==> config.mk <==
export PLATFORM = sky130hd
export DESIGN_NAME = number_to_ascii_formatter
export DESIGN_NICKNAME = d
export VERILOG_FILES = /design/src/rtl/core/n2a_pkg.sv /design/src/rtl/core/n2a_front.sv /design/src/rtl/core/n2a_queue.sv /design/src/rtl/core/n2a_bcd.sv /design/src/rtl/core/n2a_back.sv /design/src/rtl/core/number_to_ascii_formatter.sv
export SDC_FILE = /design/constraint.sdc
export NUM_CORES = 1
export LEC_CHECK = 0
export BUFFER_PORTS_ARGS = -buffer_cell sky130_fd_sc_hd__clkbuf_2
export CORE_MARGIN = 3
export CORE_UTILIZATION = 56
export CTS_CLUSTER_DIAMETER = 80
export DETAILED_ROUTE_END_ITERATION = 8
export MAX_ROUTING_LAYER = met4
export PLACE_DENSITY = 0.82
export SETUP_SLACK_MARGIN = 0.2
export SYNTH_ARGS = -nofsm -noshare
export SYNTH_HDL_FRONTEND = slang
export SYNTH_HIERARCHICAL = 1
export SYNTH_SLANG_ARGS = --single-unit
==> constraint.sdc <==
create_clock -name clock -period 2.48 [get_ports clock]
set_input_delay 0.124 -clock clock [delete_from_list [all_inputs] [get_ports clock]]
set_output_delay 0.124 -clock clock [all_outputs]
set_load 0.02 [all_outputs]
==> src/rtl/core/n2a_pkg.sv <==
// n2a_pkg: types, constants and helpers shared by the number-to-ascii formatter.
// Used by every module of the block; depends on nothing else.

package n2a_pkg;

   // field widths
   localparam int unsigned VALUE_W    = 32;
   localparam int unsigned CHAR_W     = 8;
   localparam int unsigned DIG_W      = 4;
   localparam int unsigned NUM_DIGITS = 16;
   localparam int unsigned NDIG_W     = 5;
   localparam int unsigned BCD_DIGITS = 10;
   localparam int unsigned BCD_W      = BCD_DIGITS * DIG_W;
   localparam int unsigned HEX_DIGITS = 8;
   localparam int unsigned OCT_DIGITS = 11;
   localparam int unsigned BIN_DIGITS = 16;

   // default depth of the queue between front and back
   localparam int unsigned QUEUE_DEPTH_DEF = 2;

   // ascii codes
   localparam logic [CHAR_W-1:0] ASCII_ZERO  = 8'd48;
   localparam logic [CHAR_W-1:0] ASCII_A     = 8'd65;
   localparam logic [CHAR_W-1:0] ASCII_MINUS = 8'd45;
   localparam logic [CHAR_W-1:0] ASCII_X     = 8'd120;

   // output format selector
   typedef enum logic [1:0] {
      FMT_DEC = 2'd0,
      FMT_HEX = 2'd1,
      FMT_OCT = 2'd2,
      FMT_BIN = 2'd3
   } fmt_type;

   // classified request as it travels from front to back
   typedef struct packed {
      fmt_type              fmt;
      logic                 neg;
      logic [VALUE_W-1:0]   mag;
   } entry_type;

   // back end sequencer states
   typedef enum logic [2:0] {
      BK_IDLE,
      BK_CONV,
      BK_SKIP,
      BK_PFX,
      BK_EMIT
   } back_state_type;

   // ascii code of one digit, 0-9 then upper-case A-F
   function automatic logic [CHAR_W-1:0] digit_char(input logic [DIG_W-1:0] d);
      logic [CHAR_W-1:0] dx;
      dx = {{(CHAR_W-DIG_W){1'b0}}, d};
      if (d > 4'd9) begin
         digit_char = ASCII_A + dx - 8'd10;
      end else begin
         digit_char = ASCII_ZERO + dx;
      end
   endfunction

endpackage

==> src/rtl/core/n2a_front.sv <==
// n2a_front: accepts requests and classifies them (format, sign, magnitude).
// Depends on n2a_pkg.

module n2a_front import n2a_pkg::*; (
   input  logic               clock,
   input  logic               reset,
   input  logic               req_valid,
   output logic               req_ready,
   input  logic [1:0]         req_cmd,
   input  logic [VALUE_W-1:0] req_value,
   output logic               push_valid,
   input  logic               push_ready,
   output entry_type          push_data
);

   logic      stg_valid_ff, stg_valid_in;
   entry_type stg_ff, stg_in;
   logic      accept;
   fmt_type   fmt;
   logic      neg;

   // stage takes a request when empty or when its entry moves on
   assign req_ready  = ~stg_valid_ff | push_ready;
   assign accept     = req_valid & req_ready;
   assign push_valid = stg_valid_ff;
   assign push_data  = stg_ff;

   // classify: decimal negatives carry their magnitude, formed unsigned
   always_comb begin
      fmt        = fmt_type'(req_cmd);
      neg        = (fmt == FMT_DEC) & req_value[VALUE_W-1];
      stg_in     = stg_ff;
      stg_in.fmt = fmt;
      stg_in.neg = neg;
      stg_in.mag = neg ? (32'd0 - req_value) : req_value;
   end

   always_comb begin
      stg_valid_in = stg_valid_ff;
      if (accept) begin
         stg_valid_in = 1'b1;
      end else if (push_ready) begin
         stg_valid_in = 1'b0;
      end
   end

   always_ff @(posedge clock) begin
      if (reset) begin
         stg_valid_ff <= 1'b0;
      end else begin
         stg_valid_ff <= stg_valid_in;
      end
   end

   always_ff @(posedge clock) begin
      if (accept) begin
         stg_ff <= stg_in;
      end
   end

endmodule

==> src/rtl/core/n2a_queue.sv <==
// n2a_queue: short request queue between front and back, with a registered head.
// Depends on n2a_pkg.

module n2a_queue import n2a_pkg::*; #(
   parameter int unsigned DEPTH = QUEUE_DEPTH_DEF
) (
   input  logic      clock,
   input  logic      reset,
   input  logic      push_valid,
   output logic      push_ready,
   input  entry_type push_data,
   output logic      pop_valid,
   input  logic      pop,
   output entry_type pop_data
);

   localparam int unsigned PTR_W = (DEPTH > 1) ? $clog2(DEPTH) : 1;
   localparam int unsigned CNT_W = $clog2(DEPTH + 1);
   localparam logic [PTR_W-1:0] PTR_LAST = PTR_W'(DEPTH - 1);
   localparam logic [CNT_W-1:0] CNT_FULL = CNT_W'(DEPTH);

   entry_type        mem [DEPTH];
   logic [PTR_W-1:0] wr_ptr_ff, wr_ptr_in;
   logic [PTR_W-1:0] rd_ptr_ff, rd_ptr_in;
   logic [CNT_W-1:0] cnt_ff, cnt_in;
   logic             head_valid_ff, head_valid_in;
   entry_type        head_ff;
   logic             do_wr, do_rd;

   assign push_ready = (cnt_ff != CNT_FULL);
   assign do_wr      = push_valid & push_ready;
   assign do_rd      = (cnt_ff != '0) & (~head_valid_ff | pop);
   assign pop_valid  = head_valid_ff;
   assign pop_data   = head_ff;

   // pointer and count update
   always_comb begin
      wr_ptr_in = wr_ptr_ff;
      rd_ptr_in = rd_ptr_ff;
      cnt_in    = cnt_ff;
      if (do_wr) begin
         wr_ptr_in = (wr_ptr_ff == PTR_LAST) ? '0 : wr_ptr_ff + 1'b1;
      end
      if (do_rd) begin
         rd_ptr_in = (rd_ptr_ff == PTR_LAST) ? '0 : rd_ptr_ff + 1'b1;
      end
      if (do_wr & ~do_rd) begin
         cnt_in = cnt_ff + 1'b1;
      end else if (do_rd & ~do_wr) begin
         cnt_in = cnt_ff - 1'b1;
      end
   end

   // head register refills from storage
   always_comb begin
      head_valid_in = head_valid_ff;
      if (do_rd) begin
         head_valid_in = 1'b1;
      end else if (pop) begin
         head_valid_in = 1'b0;
      end
   end

   always_ff @(posedge clock) begin
      if (reset) begin
         wr_ptr_ff     <= '0;
         rd_ptr_ff     <= '0;
         cnt_ff        <= '0;
         head_valid_ff <= 1'b0;
      end else begin
         wr_ptr_ff     <= wr_ptr_in;
         rd_ptr_ff     <= rd_ptr_in;
         cnt_ff        <= cnt_in;
         head_valid_ff <= head_valid_in;
      end
   end

   // storage write and registered read
   always_ff @(posedge clock) begin
      if (do_wr) begin
         mem[wr_ptr_ff] <= push_data;
      end
      if (do_rd) begin
         head_ff <= mem[rd_ptr_ff];
      end
   end

endmodule

==> src/rtl/core/n2a_bcd.sv <==
// n2a_bcd: iterative binary to bcd converter, shift-and-add-3, two bits a cycle.
// Depends on n2a_pkg.

module n2a_bcd import n2a_pkg::*; (
   input  logic               clock,
   input  logic               reset,
   input  logic               start,
   input  logic [VALUE_W-1:0] mag,
   output logic               done,
   output logic [BCD_W-1:0]   bcd
);

   localparam int unsigned STEPS = VALUE_W / 2;
   localparam int unsigned CNT_W = $clog2(STEPS);
   localparam logic [CNT_W-1:0] CNT_LAST = CNT_W'(STEPS - 1);

   logic               run_ff, run_in;
   logic               done_ff, done_in;
   logic [CNT_W-1:0]   cnt_ff, cnt_in;
   logic [VALUE_W-1:0] mag_ff, mag_in;
   logic [BCD_W-1:0]   bcd_ff, bcd_in;
   logic [VALUE_W-1:0] m;
   logic [BCD_W-1:0]   b;

   assign done = done_ff;
   assign bcd  = bcd_ff;

   // two shift-and-correct steps on the bcd digits
   always_comb begin
      b = bcd_ff;
      m = mag_ff;
      for (int s = 0; s < 2; s++) begin
         for (int d = 0; d < BCD_DIGITS; d++) begin
            if (b[d*DIG_W +: DIG_W] >= 4'd5) begin
               b[d*DIG_W +: DIG_W] = b[d*DIG_W +: DIG_W] + 4'd3;
            end
         end
         b = {b[BCD_W-2:0], m[VALUE_W-1]};
         m = {m[VALUE_W-2:0], 1'b0};
      end
   end

   // iteration control
   always_comb begin
      run_in  = run_ff;
      done_in = 1'b0;
      cnt_in  = cnt_ff;
      mag_in  = mag_ff;
      bcd_in  = bcd_ff;
      if (start) begin
         run_in = 1'b1;
         cnt_in = '0;
         mag_in = mag;
         bcd_in = '0;
      end else if (run_ff) begin
         mag_in = m;
         bcd_in = b;
         cnt_in = cnt_ff + 1'b1;
         if (cnt_ff == CNT_LAST) begin
            run_in  = 1'b0;
            done_in = 1'b1;
         end
      end
   end

   always_ff @(posedge clock) begin
      if (reset) begin
         run_ff  <= 1'b0;
         done_ff <= 1'b0;
         cnt_ff  <= '0;
      end else begin
         run_ff  <= run_in;
         done_ff <= done_in;
         cnt_ff  <= cnt_in;
      end
   end

   always_ff @(posedge clock) begin
      mag_ff <= mag_in;
      bcd_ff <= bcd_in;
   end

endmodule

==> src/rtl/core/n2a_back.sv <==
// n2a_back: takes classified requests from the queue and emits their characters.
// Depends on n2a_pkg and n2a_bcd.

module n2a_back import n2a_pkg::*; (
   input  logic              clock,
   input  logic              reset,
   input  logic              pop_valid,
   output logic              pop,
   input  entry_type         pop_data,
   output logic              rsp_valid,
   input  logic              rsp_ready,
   output logic [CHAR_W-1:0] rsp_char_code,
   output logic              rsp_last
);

   localparam logic [NDIG_W-1:0] NDIG_ONE = NDIG_W'(1);

   back_state_type state_ff, state_in;
   logic [NUM_DIGITS-1:0][DIG_W-1:0] dig_ff, dig_in;
   logic [NDIG_W-1:0] ndig_ff, ndig_in;
   logic              skip_ff, skip_in;
   logic [1:0]        pfx_ff, pfx_in;
   logic              hex_ff, hex_in;
   logic              rsp_valid_ff, rsp_valid_in;
   logic [CHAR_W-1:0] rsp_char_ff, rsp_char_in;
   logic              rsp_last_ff, rsp_last_in;
   logic              out_free;
   logic              bcd_start;
   logic              bcd_done;
   logic [BCD_W-1:0]  bcd;
   logic              top_zero;
   logic [VALUE_W:0]  oct_word;

   assign out_free      = ~rsp_valid_ff | rsp_ready;
   assign rsp_valid     = rsp_valid_ff;
   assign rsp_char_code = rsp_char_ff;
   assign rsp_last      = rsp_last_ff;
   assign pop           = pop_valid & (state_ff == BK_IDLE);
   assign bcd_start     = pop & (pop_data.fmt == FMT_DEC);
   assign top_zero      = (dig_ff[NUM_DIGITS-1] == '0);
   assign oct_word      = {1'b0, pop_data.mag};

   n2a_bcd u_bcd (
      .clock (clock),
      .reset (reset),
      .start (bcd_start),
      .mag   (pop_data.mag),
      .done  (bcd_done),
      .bcd   (bcd)
   );

   // next state
   always_comb begin
      state_in = state_ff;
      unique case (state_ff)
         BK_IDLE: begin
            if (pop) begin
               state_in = (pop_data.fmt == FMT_DEC) ? BK_CONV : BK_SKIP;
            end
         end
         BK_CONV: begin
            if (bcd_done) begin
               state_in = BK_SKIP;
            end
         end
         BK_SKIP: begin
            if (~skip_ff | (ndig_ff == NDIG_ONE) | ~top_zero) begin
               state_in = (pfx_ff != 2'd0) ? BK_PFX : BK_EMIT;
            end
         end
         BK_PFX: begin
            if (out_free & (pfx_ff == 2'd1)) begin
               state_in = BK_EMIT;
            end
         end
         BK_EMIT: begin
            if (out_free & (ndig_ff == NDIG_ONE)) begin
               state_in = BK_IDLE;
            end
         end
         default: state_in = BK_IDLE;
      endcase
   end

   // digit store, prefix count and output register
   always_comb begin
      dig_in       = dig_ff;
      ndig_in      = ndig_ff;
      skip_in      = skip_ff;
      pfx_in       = pfx_ff;
      hex_in       = hex_ff;
      rsp_valid_in = rsp_valid_ff & ~rsp_ready;
      rsp_char_in  = rsp_char_ff;
      rsp_last_in  = rsp_last_ff;
      unique case (state_ff)
         BK_IDLE: begin
            if (pop) begin
               skip_in = 1'b1;
               hex_in  = 1'b0;
               pfx_in  = 2'd0;
               unique case (pop_data.fmt)
                  FMT_DEC: begin
                     pfx_in = pop_data.neg ? 2'd1 : 2'd0;
                  end
                  FMT_HEX: begin
                     dig_in  = {pop_data.mag, {(NUM_DIGITS*DIG_W-VALUE_W){1'b0}}};
                     ndig_in = NDIG_W'(HEX_DIGITS);
                     pfx_in  = 2'd2;
                     hex_in  = 1'b1;
                  end
                  FMT_OCT: begin
                     dig_in = '0;
                     for (int i = 0; i < OCT_DIGITS; i++) begin
                        dig_in[NUM_DIGITS-1-i] = {1'b0, oct_word[VALUE_W-3*i -: 3]};
                     end
                     ndig_in = NDIG_W'(OCT_DIGITS);
                  end
                  FMT_BIN: begin
                     for (int i = 0; i < BIN_DIGITS; i++) begin
                        dig_in[i] = {3'b000, pop_data.mag[i]};
                     end
                     ndig_in = NDIG_W'(BIN_DIGITS);
                     skip_in = 1'b0;
                  end
                  default: ndig_in = NDIG_ONE;
               endcase
            end
         end
         BK_CONV: begin
            if (bcd_done) begin
               dig_in  = {bcd, {(NUM_DIGITS*DIG_W-BCD_W){1'b0}}};
               ndig_in = NDIG_W'(BCD_DIGITS);
            end
         end
         BK_SKIP: begin
            // drop one leading zero digit a cycle, keep at least one
            if (skip_ff & (ndig_ff != NDIG_ONE) & top_zero) begin
               dig_in  = {dig_ff[NUM_DIGITS-2:0], {DIG_W{1'b0}}};
               ndig_in = ndig_ff - 1'b1;
            end
         end
         BK_PFX: begin
            if (out_free) begin
               rsp_valid_in = 1'b1;
               rsp_last_in  = 1'b0;
               if (hex_ff) begin
                  rsp_char_in = (pfx_ff == 2'd2) ? ASCII_ZERO : ASCII_X;
               end else begin
                  rsp_char_in = ASCII_MINUS;
               end
               pfx_in = pfx_ff - 1'b1;
            end
         end
         BK_EMIT: begin
            if (out_free) begin
               rsp_valid_in = 1'b1;
               rsp_char_in  = digit_char(dig_ff[NUM_DIGITS-1]);
               rsp_last_in  = (ndig_ff == NDIG_ONE);
               dig_in       = {dig_ff[NUM_DIGITS-2:0], {DIG_W{1'b0}}};
               ndig_in      = ndig_ff - 1'b1;
            end
         end
         default: ;
      endcase
   end

   always_ff @(posedge clock) begin
      if (reset) begin
         state_ff     <= BK_IDLE;
         rsp_valid_ff <= 1'b0;
         ndig_ff      <= '0;
         pfx_ff       <= '0;
      end else begin
         state_ff     <= state_in;
         rsp_valid_ff <= rsp_valid_in;
         ndig_ff      <= ndig_in;
         pfx_ff       <= pfx_in;
      end
   end

   always_ff @(posedge clock) begin
      dig_ff      <= dig_in;
      skip_ff     <= skip_in;
      hex_ff      <= hex_in;
      rsp_char_ff <= rsp_char_in;
      rsp_last_ff <= rsp_last_in;
   end

endmodule

==> src/rtl/core/number_to_ascii_formatter.sv <==
// number_to_ascii_formatter: top level of the number to ascii formatter.
// Depends on n2a_pkg, n2a_front, n2a_queue and n2a_back.
//
// A request (req_cmd, req_value) selects signed decimal, hex with a 0x prefix,
// octal or 16-bit binary. The response channel carries one ascii character per
// response, most significant first, with rsp_last set on the final one.
// The front stage classifies a request into its register and hands it through a
// short queue (QUEUE_DEPTH entries plus a head register) to the back end,
// so new requests are taken while the back end is busy or stalled.
// Before its first character a request passes the front stage, queue storage,
// head register, the back end states BK_IDLE and BK_SKIP (which drops leading
// zeros) and the output register; decimal first waits in BK_CONV for the bcd
// converter, which handles two magnitude bits per cycle. The back end takes
// the next number only in BK_IDLE, after the last character of the current one;
// the back end sequencer sets the pace. A stalled rsp_ready holds the current
// character in the output register and holds the back end in its prefix and
// emit states; the queue keeps filling until it backs up to req_ready.
// Synchronous reset empties the front stage, queue and output.

module number_to_ascii_formatter import n2a_pkg::*; #(
   parameter int unsigned QUEUE_DEPTH = QUEUE_DEPTH_DEF
) (
   input  logic               clock,
   input  logic               reset,
   input  logic               req_valid,
   output logic               req_ready,
   input  logic [1:0]         req_cmd,
   input  logic [VALUE_W-1:0] req_value,
   output logic               rsp_valid,
   input  logic               rsp_ready,
   output logic [CHAR_W-1:0]  rsp_char_code,
   output logic               rsp_last
);

   logic      push_valid, push_ready;
   entry_type push_data;
   logic      pop_valid, pop;
   entry_type pop_data;

   // request classification
   n2a_front u_front (
      .clock      (clock),
      .reset      (reset),
      .req_valid  (req_valid),
      .req_ready  (req_ready),
      .req_cmd    (req_cmd),
      .req_value  (req_value),
      .push_valid (push_valid),
      .push_ready (push_ready),
      .push_data  (push_data)
   );

   // decoupling queue
   n2a_queue #(
      .DEPTH (QUEUE_DEPTH)
   ) u_queue (
      .clock      (clock),
      .reset      (reset),
      .push_valid (push_valid),
      .push_ready (push_ready),
      .push_data  (push_data),
      .pop_valid  (pop_valid),
      .pop        (pop),
      .pop_data   (pop_data)
   );

   // conversion and character output
   n2a_back u_back (
      .clock         (clock),
      .reset         (reset),
      .pop_valid     (pop_valid),
      .pop           (pop),
      .pop_data      (pop_data),
      .rsp_valid     (rsp_valid),
      .rsp_ready     (rsp_ready),
      .rsp_char_code (rsp_char_code),
      .rsp_last      (rsp_last)
   );

endmodule

### Yosys cells after proc, flatten, opt, wreduce, memory -nomap -nowiden

Memory sizes are Yosys's and may differ from the RTL's. A register that Yosys moved wholly into a read port is not among the register bits.
Cells that the tools add are included.

* add/subtract/negate cells: 31
* magnitude comparators: 21
* eq/ne operators: 22
* mux-type cells: 75
* bitwise logic cells: 27
* reduce and logical (&&, ||, !) cells: 21

Operators with widths (count)
* $mux W64: 4
* $pmux W64 S4: 1
* $pmux W64 S3: 1
* $mux W32: 3
* $ge A4 B3 Y1 const B: 20
* $add A4 B2 Y4 const B: 18
* $mux W4: 18
* $mux W8: 4
* $sub A1 B32 Y32 const A: 1
* $mux W3: 8
* $mux W5: 4
* $pmux W5 S4: 1
* $mux W1: 19
* $pmux W8 S2: 1
* $reduce_bool A2 Y1: 8
* $pmux W3 S5: 1
* $pmux W5 S3: 1
* $ne A2 B1 Y1 const B: 7
* $and A1 B1 Y1: 13
* $mux W2: 5
* $not A1 Y1: 9
* $add A7 B4 Y8 const A: 1
* $pmux W2 S2: 2
* $sub A8 B4 Y8 const B: 1
* 31 further kinds: 46

* flip-flop bits (word level): 205
* bits in writable memories: 70
* input bits: 38
* output and inout port bits: 11
* word-level logic and storage cells: 235
* memories kept: 1

Memory list
* u_queue.mem: words 2, width 35, rd ports 1, clocked after memory_dff 1, wr ports 1, line n2a_queue.sv:22 `entry_type mem [DEPTH];`

### Depth between registers and ports, before layout

* depth in word-level cells: 7
* depth in mapped cells: 11
* mapped depth without buffers: 11

### Hierarchy

The synthesis kept the hierarchy.

By module, submodules not included
* n2a_bcd: instances 1, cells an instance 500, area each 4839.6 sq um, seq. area each 1881.8 sq um
* n2a_back: instances 1, cells an instance 371, area each 3978.8 sq um, seq. area each 1961.9 sq um
* n2a_queue: instances 1, cells an instance 172, area each 3824.9 sq um, seq. area each 3253.1 sq um
* n2a_front: instances 1, cells an instance 147, area each 1865.5 sq um, seq. area each 1071.0 sq um

### Least setup slack after synthesis

OpenSTA, ideal clock, no wires.

* path kind: reg2reg
* from: register u_back.state_ff[2]
* to: register u_back.u_bcd.mag_ff[0] (enable)
* setup time: 387 ps
* arrival: 2269 ps
* required time: 2093 ps
* slack: -175 ps
* stages on the path, launching flop included: 8
* buffers on the path: 2
* period minus slack after synthesis: 2655 ps
* path through: dfxtp_1 -> buf_4 -> or2_2 -> nor2_1 -> and2_1 -> clkbuf_1 -> nor2_1 -> inv_1

* word-level cells in the longest chain between the ends: 4

RTL lines
* start: declaration: line n2a_back.sv:18 `back_state_type state_ff, state_in;`
* start signal: assignment: line n2a_back.sv:174 `state_ff <= state_in;`
* $logic_not A3 Y1: line n2a_back.sv:38 `assign pop = pop_valid & (state_ff == BK_IDLE);`
* $and A1 B1 Y1: line n2a_back.sv:38
* net pop: line number_to_ascii_formatter.sv:37 `logic pop_valid, pop;`
* $and A1 B1 Y1: line n2a_back.sv:39 `assign bcd_start = pop & (pop_data.fmt == FMT_DEC);`
* net u_back.bcd_start: line n2a_back.sv:28 `logic bcd_start;`
* $reduce_bool A2 Y1 (no line)
* end signal: assignment: line n2a_bcd.sv:79 `mag_ff <= mag_in;`
* end: declaration: line n2a_bcd.sv:20 `logic [VALUE_W-1:0] mag_ff, mag_in;`

The timed path passes the listed nets, and every way through them passes these cells.
A chain may end at the register's enable or synchronous reset.

### Worst setup path after layout

* from: register u_back.u_bcd.bcd_ff[37] (netlist: u_back/u_bcd/bcd[37])
* to: register u_back.u_bcd.bcd_ff[38] (netlist: u_back/u_bcd/bcd[38])

* word-level cells in the longest chain between the ends: 4
* elaborated cells between the ends (all ways): 6
* those cells by class: 2 x add/sub; 2 x order compare; 2 x mux

RTL lines
* start: declaration: line n2a_bcd.sv:21 `logic [BCD_W-1:0] bcd_ff, bcd_in;`
* start signal: assignment: line n2a_bcd.sv:80 `bcd_ff <= bcd_in;`
* $ge A4 B3 Y1 / $add A3 B2 Y3 (equally long branches): line n2a_bcd.sv:34, n2a_bcd.sv:35
* $mux W3 (*): line n2a_bcd.sv:34 `if (b[d*DIG_W +: DIG_W] >= 4'd5) begin`
* $ge A4 B3 Y1 / $add A3 B2 Y3 (equally long branches): line n2a_bcd.sv:34, n2a_bcd.sv:35
* $mux W3 (*): line n2a_bcd.sv:34

Mark *: on every way between the ends. The rest lies on a longest branch, timed or not.

==> metrics.txt <==
combinational share of power 0.393; clock share of power 0.209; Setup CP Type reg -> reg; Final setup violation count 0; I/O pins 49; 1st-iter DRT viols 966; slowest CP cell dfxtp_2; commonest non-fill, non-tap cells in the layout 230 x edfxtp_1, 71 x mux2_2, 62 x a21oi_1, 58 x dfxtp_1, 47 x clkbuf_2; post-DP HPWL 20200 µm; nets@finish 1369; Leak 0.00603 µW; Max stage delay on crit path 0.37 ns; CORE AREA 25300 µm²; top post-synthesis cells by area edfxtp_1 48%, dfxtp_1 8.7%, mux2_2 5.5%, ha_1 3.4%, xnor2_1 2.4%; ys flop type edfxtp_1; DRT Pass-1 Iters 5; Final Util 0.661; clk buf depth 3; Pins Over Slew Limit 0; crit-path cells inv_1 -> ha_1 -> nand2b_1 -> a21oi_2 -> xnor2_2 -> buf_4 -> ha_1 -> nor2b_2 -> nor3_1 -> or3_1 -> a41oi_1; Tmin final 2.32 ns; Worst Tran Pin Value 0.752 ns; Tcrit/Tclk final 0.933; Mapped Area 14500 µm²; crit path max fanout 4; Synth area leader edfxtp_1; Rows 58; Die Wd 167 µm; commonest non-fill, non-tap cell in the layout edfxtp_1; wire length per cell 19.4 µm; initial antenna violation count 0; H-Tree Depth 1; syn nets 1267; outcome completed; final hold viol count 0; drt total wl 31900 µm; Yosys top cell area share 0.476; max-cap violations 0; cell family with most CP delay simple AND/OR/NAND/NOR gates; Synthesis Warnings 6; Die Footprint 27900 µm²; worst setup margin 0.165 ns; clock root buffer master clkbuf_16; Peak VDD IR 0.832 mV; #FFs+latches synth 293; syn_area_per_cell 12.2 µm²; Clock Latency Late Sink 0.55 ns; vias 10237; number of synthesized flops with an enable pin 230; slew margin rel. 0.497; port bufs 47; CTS tree done; post-placement cell count 1547; gpl congestion 0.897; Internal 13400 µW; RSZ-0062 raised after global routing yes; Sw Share 0.371; Min-Delay Path Class in -> reg; Worst EP required 2.94 ns; asr flop ratio synth 0; Fmax 432 MHz; Worst Skew 0.0119 ns; Crit path top cell by count ha_1; initial core utilization 0.573; Layout Cells excl Fill 1646; largest net degree at the start of global routing 47; share of cells above drive strength 1 0.206; post-DR vias/cell 6.22; Post-route DRC 0; Startpoint Class register; Layout area overhead 15.4%; Synth cell types 88; clock slew at reported path FFs 0.06 ns; Critical Path AT 2.78 ns; Switching Power 7900 µW; Num CTS Buffers 30; global route overflow 0; remaining antenna violation count 0; total track usage 0.229; post-placement setup slack 0.128 ns; Fillers 1722; die height 167 µm; PwrDens 1270 nW/µm²; ANT cells 0; first-pass GRT wire length 51700 µm; CTS sink cnt 293; crit path buf inv count 2; sequential share of power 0.398; vias in the first global route 10003; Mapped Cells 1190; post-synthesis sequential area ratio 0.563; CP endpoint kind register
[cell usage after synthesis (12+ instances only)]
cell,number
edfxtp_1,230
mux2_2,71
a21oi_1,64
dfxtp_1,63
nand2_1,47
nor2_1,46
inv_1,43
o21ai_0,40
xnor2_1,40
ha_1,39
nand3_1,33
nor3b_1,32
a22oi_1,29
clkbuf_1,27
a21o_1,24
nand2b_1,24
nor3_1,21
a22o_1,19
a31oi_1,16
buf_2,15
o21ai_1,14
a221o_1,13
mux2i_1,12
o31ai_1,12
[stage by stage]
step | hold slack [ns] | instance area [µm²] | power, µW | setup TNS [ns]
after floorplan | 0.193 | 14500 | 14100 | 0
after global placement | 0.339 | 15300 | 16100 | 0
after detailed placement | 0.340 | 15300 | 16400 | 0
after CTS | 0.0690 | 16700 | 21000 | 0
after global routing | 0.106 | 16700 | 22500 | -0.00786
final | 0.0900 | 16700 | 21300 | 0
[power groups by stage]
stage	logic (µW)	registers, µW	clock network, µW
2_1_floorplan	6090	8030	0
3_3_place_gp	7630	8450	0
3_5_place_dp	7880	8510	0
4_1_cts	8100	8440	4500
5_1_grt	9160	8640	4710
6_report	8360	8480	4440
[routing by layer]
metal	track usage	vias to the layer above	wire length [µm]
li1	-	4795	-
met1	0.309	4933	13600
met2	0.367	445	15300
met3	0.0309	64	2270
met4	0.0649	0	724
met5	-	-	0
[what timing repair did]
action	CTS	global route
pin swaps	2	2
buffers inserted	2	3
hold buffers	37	0
endpoints found under the hold margin	37	0
resized for setup	5	19
setup endpoints to repair	48	92
cloned	1	0
[worst paths after layout]
| check | startpoint | endpoint | slack [ns] | depth (start not counted) |
|---|---|---|---|---|
| max | u_back/u_bcd/bcd[37] | u_back/u_bcd/bcd[38] | 0.16 | 11 |
| min | reset | u_queue/cnt_ff[0] | 0.09 | 2 |
| max reg2reg | u_back/u_bcd/bcd[37] | u_back/u_bcd/bcd[38] | 0.16 | 11 |
| min reg2reg | u_front/push_data[6] | u_queue/mem[1][6] | 0.44 | 0 |
[registers in the layout (all words and copies together), names as in the netlist, 2 cells and up]
name                  flops
u_queue/pop_data         35
u_front/push_data        35
u_queue/cnt_ff            2
u_back/rsp_char_code      7
u_back/u_bcd/mag_ff      32
u_back/u_bcd/cnt_ff       4
u_back/u_bcd/bcd         40
u_queue/mem              70
u_back/dig_ff            48
u_back/ndig_ff            5
u_back/pfx_ff             2
u_back/state_ff           3
[layout make-up]
class | instances | area [µm²] | share of cell area
sequential | 293 | 8170 | 0.488
multi-input combinational | 796 | 5990 | 0.358
timing repair buffer | 124 | 1010 | 0.0601
clock buffer | 37 | 798 | 0.0477
tap | 330 | 413 | 0.0247
inverter | 47 | 186 | 0.0111
clock inverter | 19 | 173 | 0.0103
[logic make-up (layout without fill, tap and decap cells)]
family,Yosys count,after routing,share of synthesized area
AOI/OAI and AO/OA,322,322,0.159
xor gates and xnor gates,50,50,0.0307
buffers and inverters,101,227,0.0292
adders and majority gates,39,39,0.0336
muxes,84,84,0.0644
other,1,1,0.000258
DFF,293,293,0.563
and+or+nand+nor,300,300,0.120
Note: power is estimated with default switching activity, not from simulation.
